[src/rtl/core/tagged_entry_kth_select_top_defines.svh]
// Assertion macros shared by the tagged entry k-th select block.
// Standalone header; the including file supplies clock, reset and the expressions.
`ifndef TAGGED_ENTRY_KTH_SELECT_TOP_DEFINES_SVH
`define TAGGED_ENTRY_KTH_SELECT_TOP_DEFINES_SVH

// Consequent must hold in the same cycle as the antecedent.
`define TEKS_ASSERT_NOW(label, clk, rstn, ante, cons) \
  label: assert property (@(posedge clk) disable iff (!rstn) (ante) |-> (cons)) \
    else $error("teks assertion failed");

// Consequent must hold in the cycle after the antecedent.
`define TEKS_ASSERT_NEXT(label, clk, rstn, ante, cons) \
  label: assert property (@(posedge clk) disable iff (!rstn) (ante) |=> (cons)) \
    else $error("teks assertion failed");

`endif

[src/rtl/core/teks_pkg.sv]
// Shared constants, opcodes and control/status structs of the k-th select block.
// No dependencies; ctrl, datapath and top use scoped names, the bench imports it.
`default_nettype none

package teks_pkg;

  // Table geometry.
  localparam int MAX_ENTRIES     = 4096;
  localparam int SOLVED_CAPACITY = 4096;
  localparam int ENTRY_AW        = $clog2(MAX_ENTRIES);
  localparam int SOLVED_AW       = $clog2(SOLVED_CAPACITY);

  // Field widths.
  localparam int OP_W    = 2;
  localparam int IDX_W   = 12;
  localparam int RAW_W   = 16;
  localparam int RANK_W  = 12;
  localparam int TAG_W   = 2;
  localparam int COUNT_W = 13;
  localparam int NUM_TAGS = 4;
  localparam logic [COUNT_W-1:0] COUNT_MAX = '1;

  // Stream payload widths.
  localparam int IN_DATA_W  = 40;
  localparam int OUT_DATA_W = 32;

  // Configuration port.
  localparam int CFG_IDX_W  = 4;
  localparam int CFG_DATA_W = 13;
  localparam logic [CFG_IDX_W-1:0] CFG_ACTIVE_TAG  = 4'd0;
  localparam logic [CFG_IDX_W-1:0] CFG_ENTRY_COUNT = 4'd1;

  // Operation codes.
  localparam logic [OP_W-1:0] OP_LOAD   = 2'd0;
  localparam logic [OP_W-1:0] OP_LOOKUP = 2'd1;
  localparam logic [OP_W-1:0] OP_MARK   = 2'd2;

  // Commands from the controller to the datapath.
  typedef struct packed {
    logic capture;
    logic clear;
    logic dispatch;
    logic load;
    logic scan;
    logic probe;
    logic settle;
    logic out_load;
  } cmd_t;

  // Status from the datapath to the controller.
  typedef struct packed {
    logic            clr_done;
    logic [OP_W-1:0] op;
    logic            rank_miss;
    logic            cache_hit;
    logic            scan_hit;
    logic            scan_miss;
    logic            out_free;
  } status_t;

endpackage

`default_nettype wire

[src/rtl/core/teks_ctrl.sv]
// Controller state machine of the k-th select block.
// Depends on teks_pkg for the command and status structs and the opcodes.
`default_nettype none

module teks_ctrl (
  input  wire logic             clk_i,
  input  wire logic             rst_ni,
  input  wire logic             in_valid_i,
  output logic                  in_ready_o,
  input  wire teks_pkg::status_t status_i,
  output teks_pkg::cmd_t        cmd_o
);

  typedef enum logic [2:0] {
    ST_CLEAR,
    ST_IDLE,
    ST_DISPATCH,
    ST_LOAD,
    ST_SCAN,
    ST_SOLVE,
    ST_SETTLE,
    ST_RESULT
  } state_e;

  state_e state_q, state_d;
  logic   ready_q;

  // Next state and commands for the current state.
  always_comb begin
    state_d = state_q;
    cmd_o   = '0;
    cmd_o.capture = in_valid_i & ready_q;
    case (state_q)
      ST_CLEAR: begin
        cmd_o.clear = 1'b1;
        if (status_i.clr_done) begin
          state_d = ST_IDLE;
        end
      end
      ST_IDLE: begin
        if (in_valid_i && ready_q) begin
          state_d = ST_DISPATCH;
        end
      end
      ST_DISPATCH: begin
        cmd_o.dispatch = 1'b1;
        case (status_i.op)
          teks_pkg::OP_LOAD: begin
            state_d = ST_LOAD;
          end
          teks_pkg::OP_LOOKUP, teks_pkg::OP_MARK: begin
            if (status_i.rank_miss) begin
              state_d = ST_RESULT;
            end else if (status_i.cache_hit) begin
              state_d = ST_SOLVE;
            end else begin
              state_d = ST_SCAN;
            end
          end
          default: begin
            state_d = ST_RESULT;
          end
        endcase
      end
      ST_LOAD: begin
        cmd_o.load = 1'b1;
        state_d = ST_RESULT;
      end
      ST_SCAN: begin
        cmd_o.scan = 1'b1;
        if (status_i.scan_hit) begin
          state_d = ST_SOLVE;
        end else if (status_i.scan_miss) begin
          state_d = ST_RESULT;
        end
      end
      ST_SOLVE: begin
        cmd_o.probe = 1'b1;
        state_d = ST_SETTLE;
      end
      ST_SETTLE: begin
        cmd_o.settle = 1'b1;
        state_d = ST_RESULT;
      end
      ST_RESULT: begin
        if (status_i.out_free) begin
          cmd_o.out_load = 1'b1;
          state_d = ST_IDLE;
        end
      end
      default: begin
        state_d = ST_IDLE;
      end
    endcase
  end

  // State register and the registered input ready.
  always_ff @(posedge clk_i or negedge rst_ni) begin
    if (!rst_ni) begin
      state_q <= ST_CLEAR;
      ready_q <= 1'b0;
    end else begin
      state_q <= state_d;
      ready_q <= (state_d == ST_IDLE);
    end
  end

  assign in_ready_o = ready_q;

endmodule

`default_nettype wire

[config.mk]
export PLATFORM = sky130hd
export DESIGN_NAME = teks_ctrl
export DESIGN_NICKNAME = d
export VERILOG_FILES = /design/src/rtl/core/tagged_entry_kth_select_top_defines.svh /design/src/rtl/core/teks_pkg.sv /design/src/rtl/core/teks_ctrl.sv
export SDC_FILE = /design/constraint.sdc
export NUM_CORES = 1
export LEC_CHECK = 0
export BUFFER_PORTS_ARGS = -buffer_cell sky130_fd_sc_hd__buf_2
export CORE_AREA = 10 10 47 49
export DETAILED_ROUTE_END_ITERATION = 16
export DIE_AREA = 0 0 57 59
export PLACE_DENSITY = 0.65
export SYNTH_ARGS = -nofsm -noshare
export SYNTH_HDL_FRONTEND = slang
export SYNTH_SLANG_ARGS = --single-unit
[constraint.sdc]
create_clock -name clk_i -period 1.66 [get_ports clk_i]
set_input_delay 0.249 -clock clk_i [delete_from_list [all_inputs] [get_ports clk_i]]
set_output_delay 0.249 -clock clk_i [all_outputs]
set_load 0.005 [all_outputs]
==> flow_metrics.py, run 1 <==
metrics = {
    "outcome": {
        "status": "finished, final reports clean",
    },
    "timing": {
        "tightest_slew_ns": 0.465,
        "fin_skew_ns": 0.00403,
        "slew_headroom": 0.687,
        "final.setup.tns_ns": 0,
        "shortest_clock_period_the_worst_path_allows_after_layout_ns": 1.51,
        "finalHoldViolations": 0,
        "final-setup-viol-count": 0,
        "fmax_mhz": 663,
        "rsz0062_at_grt": "false",
        "min_period_over_period": 0.909,
        "slew_violations": 0,
    },
    "finish": {
        "sequential_cell_area_sq_um": 100,
        "area_growth_pct": 40.8,
        "final_net_count": 84,
        "mostFrequentLayoutCell": "sky130_fd_sc_hd__buf_2",
        "multi_input_combinational_cell_area_sq_um": 225,
        "layout.cells.most_common_list": "sky130_fd_sc_hd__buf_2 (19), sky130_fd_sc_hd__nor2_1 (5), sky130_fd_sc_hd__nand2_1 (5), sky130_fd_sc_hd__dfrtp_1 (4)",
        "final_cell_utilization_of_the_core": 0.367,
        "layout.filler_cells": 166,
        "layout-drive-gt1-share": 0.435,
        "antenna-diode-count": 0,
    },
    "clock_tree": {
        "cts.reportedPaths.clkPinSlew_ns": 0.04,
        "tritoncts": "built",
        "cts_inserted_buffers": 3,
        "clock_sink_count": 4,
        "cts_buffer_depth": 2,
        "clockRootBuffer": "sky130_fd_sc_hd__clkbuf_4",
        "cts_max_level": 1,
        "clock_insertion_delay_worst_skew_ns": 0.24,
    },
    "route": {
        "remaining_drc_errors": 0,
        "drt_first_pass_iters": 4,
        "via_count": 394,
        "wl_mm": 1.01,
        "vias_per_cell": 4.64,
        "drt_iter0_markers": 3,
        "final_antenna_net_count": 0,
        "wl_per_cell_um": 11.9,
    },
    "critical_path": {
        "cp_data_required_time_ns": 1.80,
        "cp_cell_sequence": "nand2b_1, or3_1, and4_4, nor4_2",
        "critical_path.max_fanout": 7,
        "critical_path.slowest_cell": "sky130_fd_sc_hd__dfrtp_1",
        "crit_type": "flip-flop to flip-flop",
        "cp_num_buf_inv": 0,
        "cp-end-kind": "flip-flop",
        "worstSetupStartpointType": "flip-flop",
        "crit_arrival_ns": 1.65,
        "timing.critical_path.max_delay_family": "simple AND/OR/NAND/NOR gates",
        "cpPeakStageDelay_ns": 0.47,
    },
    "grt": {
        "grt_antenna_before_repair": 0,
        "globalRouteTotalUtil": 0.0541,
        "pin_count_of_the_biggest_net_entering_global_routing": 12,
        "first_global_vias": 391,
        "grt_overflow": 0,
        "grt_first_pass_wirelength_mm": 1.53,
    },
    "power_and_ir_drop": {
        "irDropWorstVdd_mv": 0.470,
        "leakage_nw": 0.282,
        "power_density_nw_per_um2": 1620,
    },
    "synth": {
        "yosys_warnings": 0,
        "synth.net_count": 59,
        "syn-instance-count": 46,
        "yosys_register_bits": 4,
        "number_of_library_cell_types_mapped_by_synthesis": 26,
        "post_synth_instance_area_sq_um": 365,
        "avgSynthCellArea_sq_um": 7.94,
        "yosysSeqAreaShare": 0.274,
    },
    "die": {
        "die_h_um": 59,
        "boundaryPins": 20,
        "num_rows": 14,
        "die_w_um": 57,
        "core_area_sq_um": 1400,
        "fp.dieArea_sq_um": 3360,
        "floorplan.initialDensity": 0.261,
    },
    "placed_design": {
        "place.detailed.hpwl_um": 857,
        "finalWeightedCongestion": 0.874,
        "io_buffer_count": 19,
    },
    "worst_hold_path": {
        "worst_min_delay_path_category": "input port to flip-flop",
    },
    "job": {
        "max_cap_viol": 0,
    },
}
synth_stat cells:
cell                       number  area, sq um
sky130_fd_sc_hd__a211oi_1       1         7.51
sky130_fd_sc_hd__a21boi_1       1         7.51
sky130_fd_sc_hd__a21oi_1        1         5.00
sky130_fd_sc_hd__a221o_1        1         10.0
sky130_fd_sc_hd__and2_1         1         6.26
sky130_fd_sc_hd__and3_1         2         12.5
sky130_fd_sc_hd__and4_4         1         11.3
sky130_fd_sc_hd__buf_2          2         10.0
sky130_fd_sc_hd__buf_6          1         11.3
sky130_fd_sc_hd__dfrtp_1        4          100
sky130_fd_sc_hd__ha_1           2         25.0
sky130_fd_sc_hd__inv_1          3         11.3
sky130_fd_sc_hd__inv_2          2         7.51
sky130_fd_sc_hd__nand2_1        5         18.8
sky130_fd_sc_hd__nand2b_1       2         12.5
sky130_fd_sc_hd__nor2_1         5         18.8
sky130_fd_sc_hd__nor2b_1        2         12.5
sky130_fd_sc_hd__nor2b_4        1         13.8
sky130_fd_sc_hd__nor3_1         2         10.0
sky130_fd_sc_hd__nor4_1         1         6.26
sky130_fd_sc_hd__nor4_2         1         12.5
sky130_fd_sc_hd__o21ai_0        1         5.00
sky130_fd_sc_hd__o221ai_1       1         8.76
sky130_fd_sc_hd__o22ai_1        1         6.26
sky130_fd_sc_hd__o311ai_1       1         8.76
sky130_fd_sc_hd__or3_1          1         6.26
state kept, by name (all words and copies together) (netlist names):
signal and flops:
in_ready_o 1, state_q 3
where the power goes:
group | switching (W) | total (W) | internal (W)
Sequential | 0.0000582 | 0.000202 | 0.000144
Combinational | 0.000250 | 0.000509 | 0.000259
Clock | 0.0000402 | 0.000121 | 0.0000809
Total | 0.000348 | 0.000832 | 0.000484
worst paths after layout:
kind / slack (ns) / end / start / cells past startpoint
max in group asynchronous: 1.20 / in_ready_o / rst_ni / 2
min reg2reg: 0.73 / state_q[0] / state_q[0] / 3
min: 0.28 / state_q[0] / status_i[7] / 3
max: 0.15 / in_ready_o / state_q[1] / 4
min in group asynchronous: 0.34 / state_q[1] / rst_ni / 2
max reg2reg: 0.15 / in_ready_o / state_q[1] / 4
cell families after synthesis:
group / after synthesis / synth area share
AND/OR/NAND/NOR: 24 / 0.387
flip-flops: 4 / 0.274
buffers and inverters: 8 / 0.110
adder cells (fa/ha/maj): 2 / 0.0685
AO/OA/AOI/OAI: 8 / 0.161
what timing repair did:
action	4_1_cts	5_1_grt
hold buffers	1	0
endpoints found under the hold margin	4	0
setup buffers	0	0
resized for setup	0	0
per-layer routing:
layer | vias up | wire length [um] | GRT usage
met2 | 13 | 469 | 0.0837
met1 | 173 | 470 | 0.0667
met5 | - | 0 | 0
li1 | 206 | - | -
met4 | 0 | 20 | 0.0403
met3 | 2 | 50 | 0.00644
through the flow:
stage / cells / instance area [sq um] / setup slack [ns] / power, W / hold slack [ns]
floorplan: 46 / 365 / 0.226 / 0.000557 / -0.0466
global placement: 81 / 482 / 0.103 / 0.000710 / 0.0533
detailed placement: 81 / 482 / 0.0717 / 0.000713 / 0.0557
CTS: 85 / 514 / 0.153 / 0.000842 / 0.267
global route: 85 / 514 / 0.0489 / 0.000906 / 0.293
finish: 85 / 514 / 0.151 / 0.000832 / 0.282
layout make-up:
class | instances | area share
Sequential cell | 4 | 0.195
Clock buffer | 3 | 0.0438
Timing Repair Buffer | 23 | 0.248
Tap cell | 16 | 0.0389
Multi-Input combinational cell | 34 | 0.438
Inverter | 5 | 0.0365
worst min-delay path: stages:
cell	delay (ns)
sky130_fd_sc_hd__buf_2	0.08
sky130_fd_sc_hd__nor4_1	0.05
sky130_fd_sc_hd__nor2_1	0.09
(Power assumes the default switching activity.)
==> run 2, diff against run 1 <==
==> constraint.sdc (replaced) <==
create_clock -name clk_i -period 1.66 [get_ports clk_i]
set_input_delay 0 -clock clk_i [delete_from_list [all_inputs] [get_ports clk_i]]
set_output_delay 0 -clock clk_i [all_outputs]
set_load 0.005 [all_outputs]
==> run 2 against run 1 <==
Setup slack gained 0.031 ns. Routed wire length grew 3.9%. Non-clock buffer count unchanged. Critical endpoint unchanged. Largest power group unchanged. Highest routed layer is now met3.
==> flow_metrics.py, run 2 (synthesis results as in run 1) <==
metrics = {
    "critical_path": {
        "cp-end-kind": "flip-flop",
        "critical_path.max_fanout": 6,
        "crit_arrival_ns": 1.62,
        "cp_data_required_time_ns": 1.80,
        "crit_type": "flip-flop to flip-flop",
        "worstSetupStartpointType": "flip-flop",
    },
    "grt": {
        "grt_overflow": 0,
        "grt_first_pass_wirelength_mm": 1.90,
        "first_global_vias": 435,
        "pin_count_of_the_biggest_net_entering_global_routing": 11,
        "grt_antenna_before_repair": 0,
        "globalRouteTotalUtil": 0.0683,
    },
    "die": {
        "die_w_um": 57,
        "die_h_um": 59,
        "floorplan.initialDensity": 0.261,
        "fp.dieArea_sq_um": 3360,
        "boundaryPins": 20,
        "num_rows": 14,
        "core_area_sq_um": 1400,
    },
    "route": {
        "vias_per_cell": 4.81,
        "remaining_drc_errors": 0,
        "drt_iter0_markers": 4,
        "wl_mm": 1.05,
        "wl_per_cell_um": 12.4,
        "drt_first_pass_iters": 3,
        "final_antenna_net_count": 0,
        "via_count": 409,
    },
    "finish": {
        "area_growth_pct": 40.8,
        "antenna-diode-count": 0,
        "final_net_count": 84,
        "largest_register_ff_count": 3,
        "layout.filler_cells": 166,
        "layout-drive-gt1-share": 0.435,
        "largest-register": "state_q",
        "layout.cells.most_common_list": "sky130_fd_sc_hd__buf_2 (19), sky130_fd_sc_hd__nor2_1 (5), sky130_fd_sc_hd__nand2_1 (5), sky130_fd_sc_hd__dfrtp_1 (4)",
        "mostFrequentLayoutCell": "sky130_fd_sc_hd__buf_2",
    },
    "clock_tree": {
        "clockRootBuffer": "sky130_fd_sc_hd__clkbuf_4",
        "cts_inserted_buffers": 3,
        "cts_resized": 0,
        "tritoncts": "built",
        "cts_buffer_depth": 2,
        "cts.reportedPaths.clkPinSlew_ns": 0.04,
        "clock_insertion_delay_worst_skew_ns": 0.23,
        "clock_sink_count": 4,
        "cts_max_level": 1,
    },
    "timing": {
        "finalHoldViolations": 0,
        "slew_violations": 0,
        "fin_skew_ns": 0.00349,
        "final-setup-viol-count": 0,
        "final.setup.tns_ns": 0,
        "slew_headroom": 0.704,
        "rsz0062_at_grt": "false",
        "hold_ws_ns": 0.0382,
        "fmax_mhz": 677,
        "shortest_clock_period_the_worst_path_allows_after_layout_ns": 1.48,
        "min_period_over_period": 0.890,
        "tightest_slew_ns": 0.439,
    },
    "power_and_ir_drop": {
        "leakage_nw": 0.282,
        "power_density_nw_per_um2": 1620,
        "irDropWorstVdd_mv": 0.600,
    },
    "placed_design": {
        "finalWeightedCongestion": 0.789,
        "io_buffer_count": 19,
        "place.detailed.hpwl_um": 948,
    },
    "job": {
        "max_cap_viol": 0,
    },
    "worst_hold_path": {
        "worst_min_delay_path_category": "input port to flip-flop",
    },
    "outcome": {
        "status": "finished, final reports clean",
    },
}
## run 2: cell counts in the layout (fill, tap and decap cells not counted)
Identical to the previous run, type by type.
## run 2: where the power goes
part / switching [W] / internal, W / total, W
Clock: 0.0000366 / 0.0000806 / 0.000117
Sequential: 0.0000602 / 0.000144 / 0.000204
Combinational: 0.000250 / 0.000259 / 0.000510
Total: 0.000347 / 0.000484 / 0.000831
## run 2: per-stage QoR
| step | total power (W) | worst slack [ns] | cells | cell area, sq um | utilization |
|---|---|---|---|---|---|
| 3_3_place_gp | 0.000714 | 0.244 | 81 | 482 | 0.344 |
| 3_5_place_dp | 0.000722 | 0.197 | 81 | 482 | 0.344 |
| 5_1_grt | 0.000931 | 0.0581 | 85 | 514 | 0.367 |
| 4_1_cts | 0.000847 | 0.191 | 85 | 514 | 0.367 |
| 6_report | 0.000831 | 0.183 | 85 | 514 | 0.367 |
| 2_1_floorplan | 0.000557 | 0.284 | 46 | 365 | - |
## run 2: layer usage
layer / up-vias / track usage / share of wire
li1: 207 / - / -
met2: 14 / 0.115 / 0.48
met5: - / 0 / 0
met1: 188 / 0.0735 / 0.43
met4: 0 / 0.0101 / 0
met3: 0 / 0.0408 / 0.090
## run 2: layout make-up
type | instances | area, sq um | area share
timing repair buffer | 23 | 128 | 0.248
inverter | 5 | 18.8 | 0.0365
tap | 16 | 20.0 | 0.0389
clock buffer | 3 | 22.5 | 0.0438
sequential | 4 | 100 | 0.195
multi-input combinational | 34 | 225 | 0.438
## run 2: worst max-delay path: stages, from the launching register on
cell and delay [ns]:
sky130_fd_sc_hd__dfrtp_1 0.45, sky130_fd_sc_hd__nand2b_1 0.10, sky130_fd_sc_hd__or3_1 0.38, sky130_fd_sc_hd__and4_4 0.21
sky130_fd_sc_hd__nor4_2 0.25
## run 2: final timing paths
check,from,endpoint,slack [ns],cells after the start
setup / recovery,state_q[1],in_ready_o,0.18,4
hold / removal,status_i[7],state_q[0],0.04,3
setup reg to reg,state_q[1],in_ready_o,0.18,4
hold reg to reg,state_q[0],state_q[0],0.73,3
max in group asynchronous,rst_ni,state_q[2],1.44,2
min in group asynchronous,rst_ni,state_q[1],0.10,2
## run 2: timing repair
| item | CTS | global route |
|---|---|---|
| hold endpoints to repair | 4 | 0 |
| hold buffers | 1 | 0 |
| setup buffers | 0 | 0 |
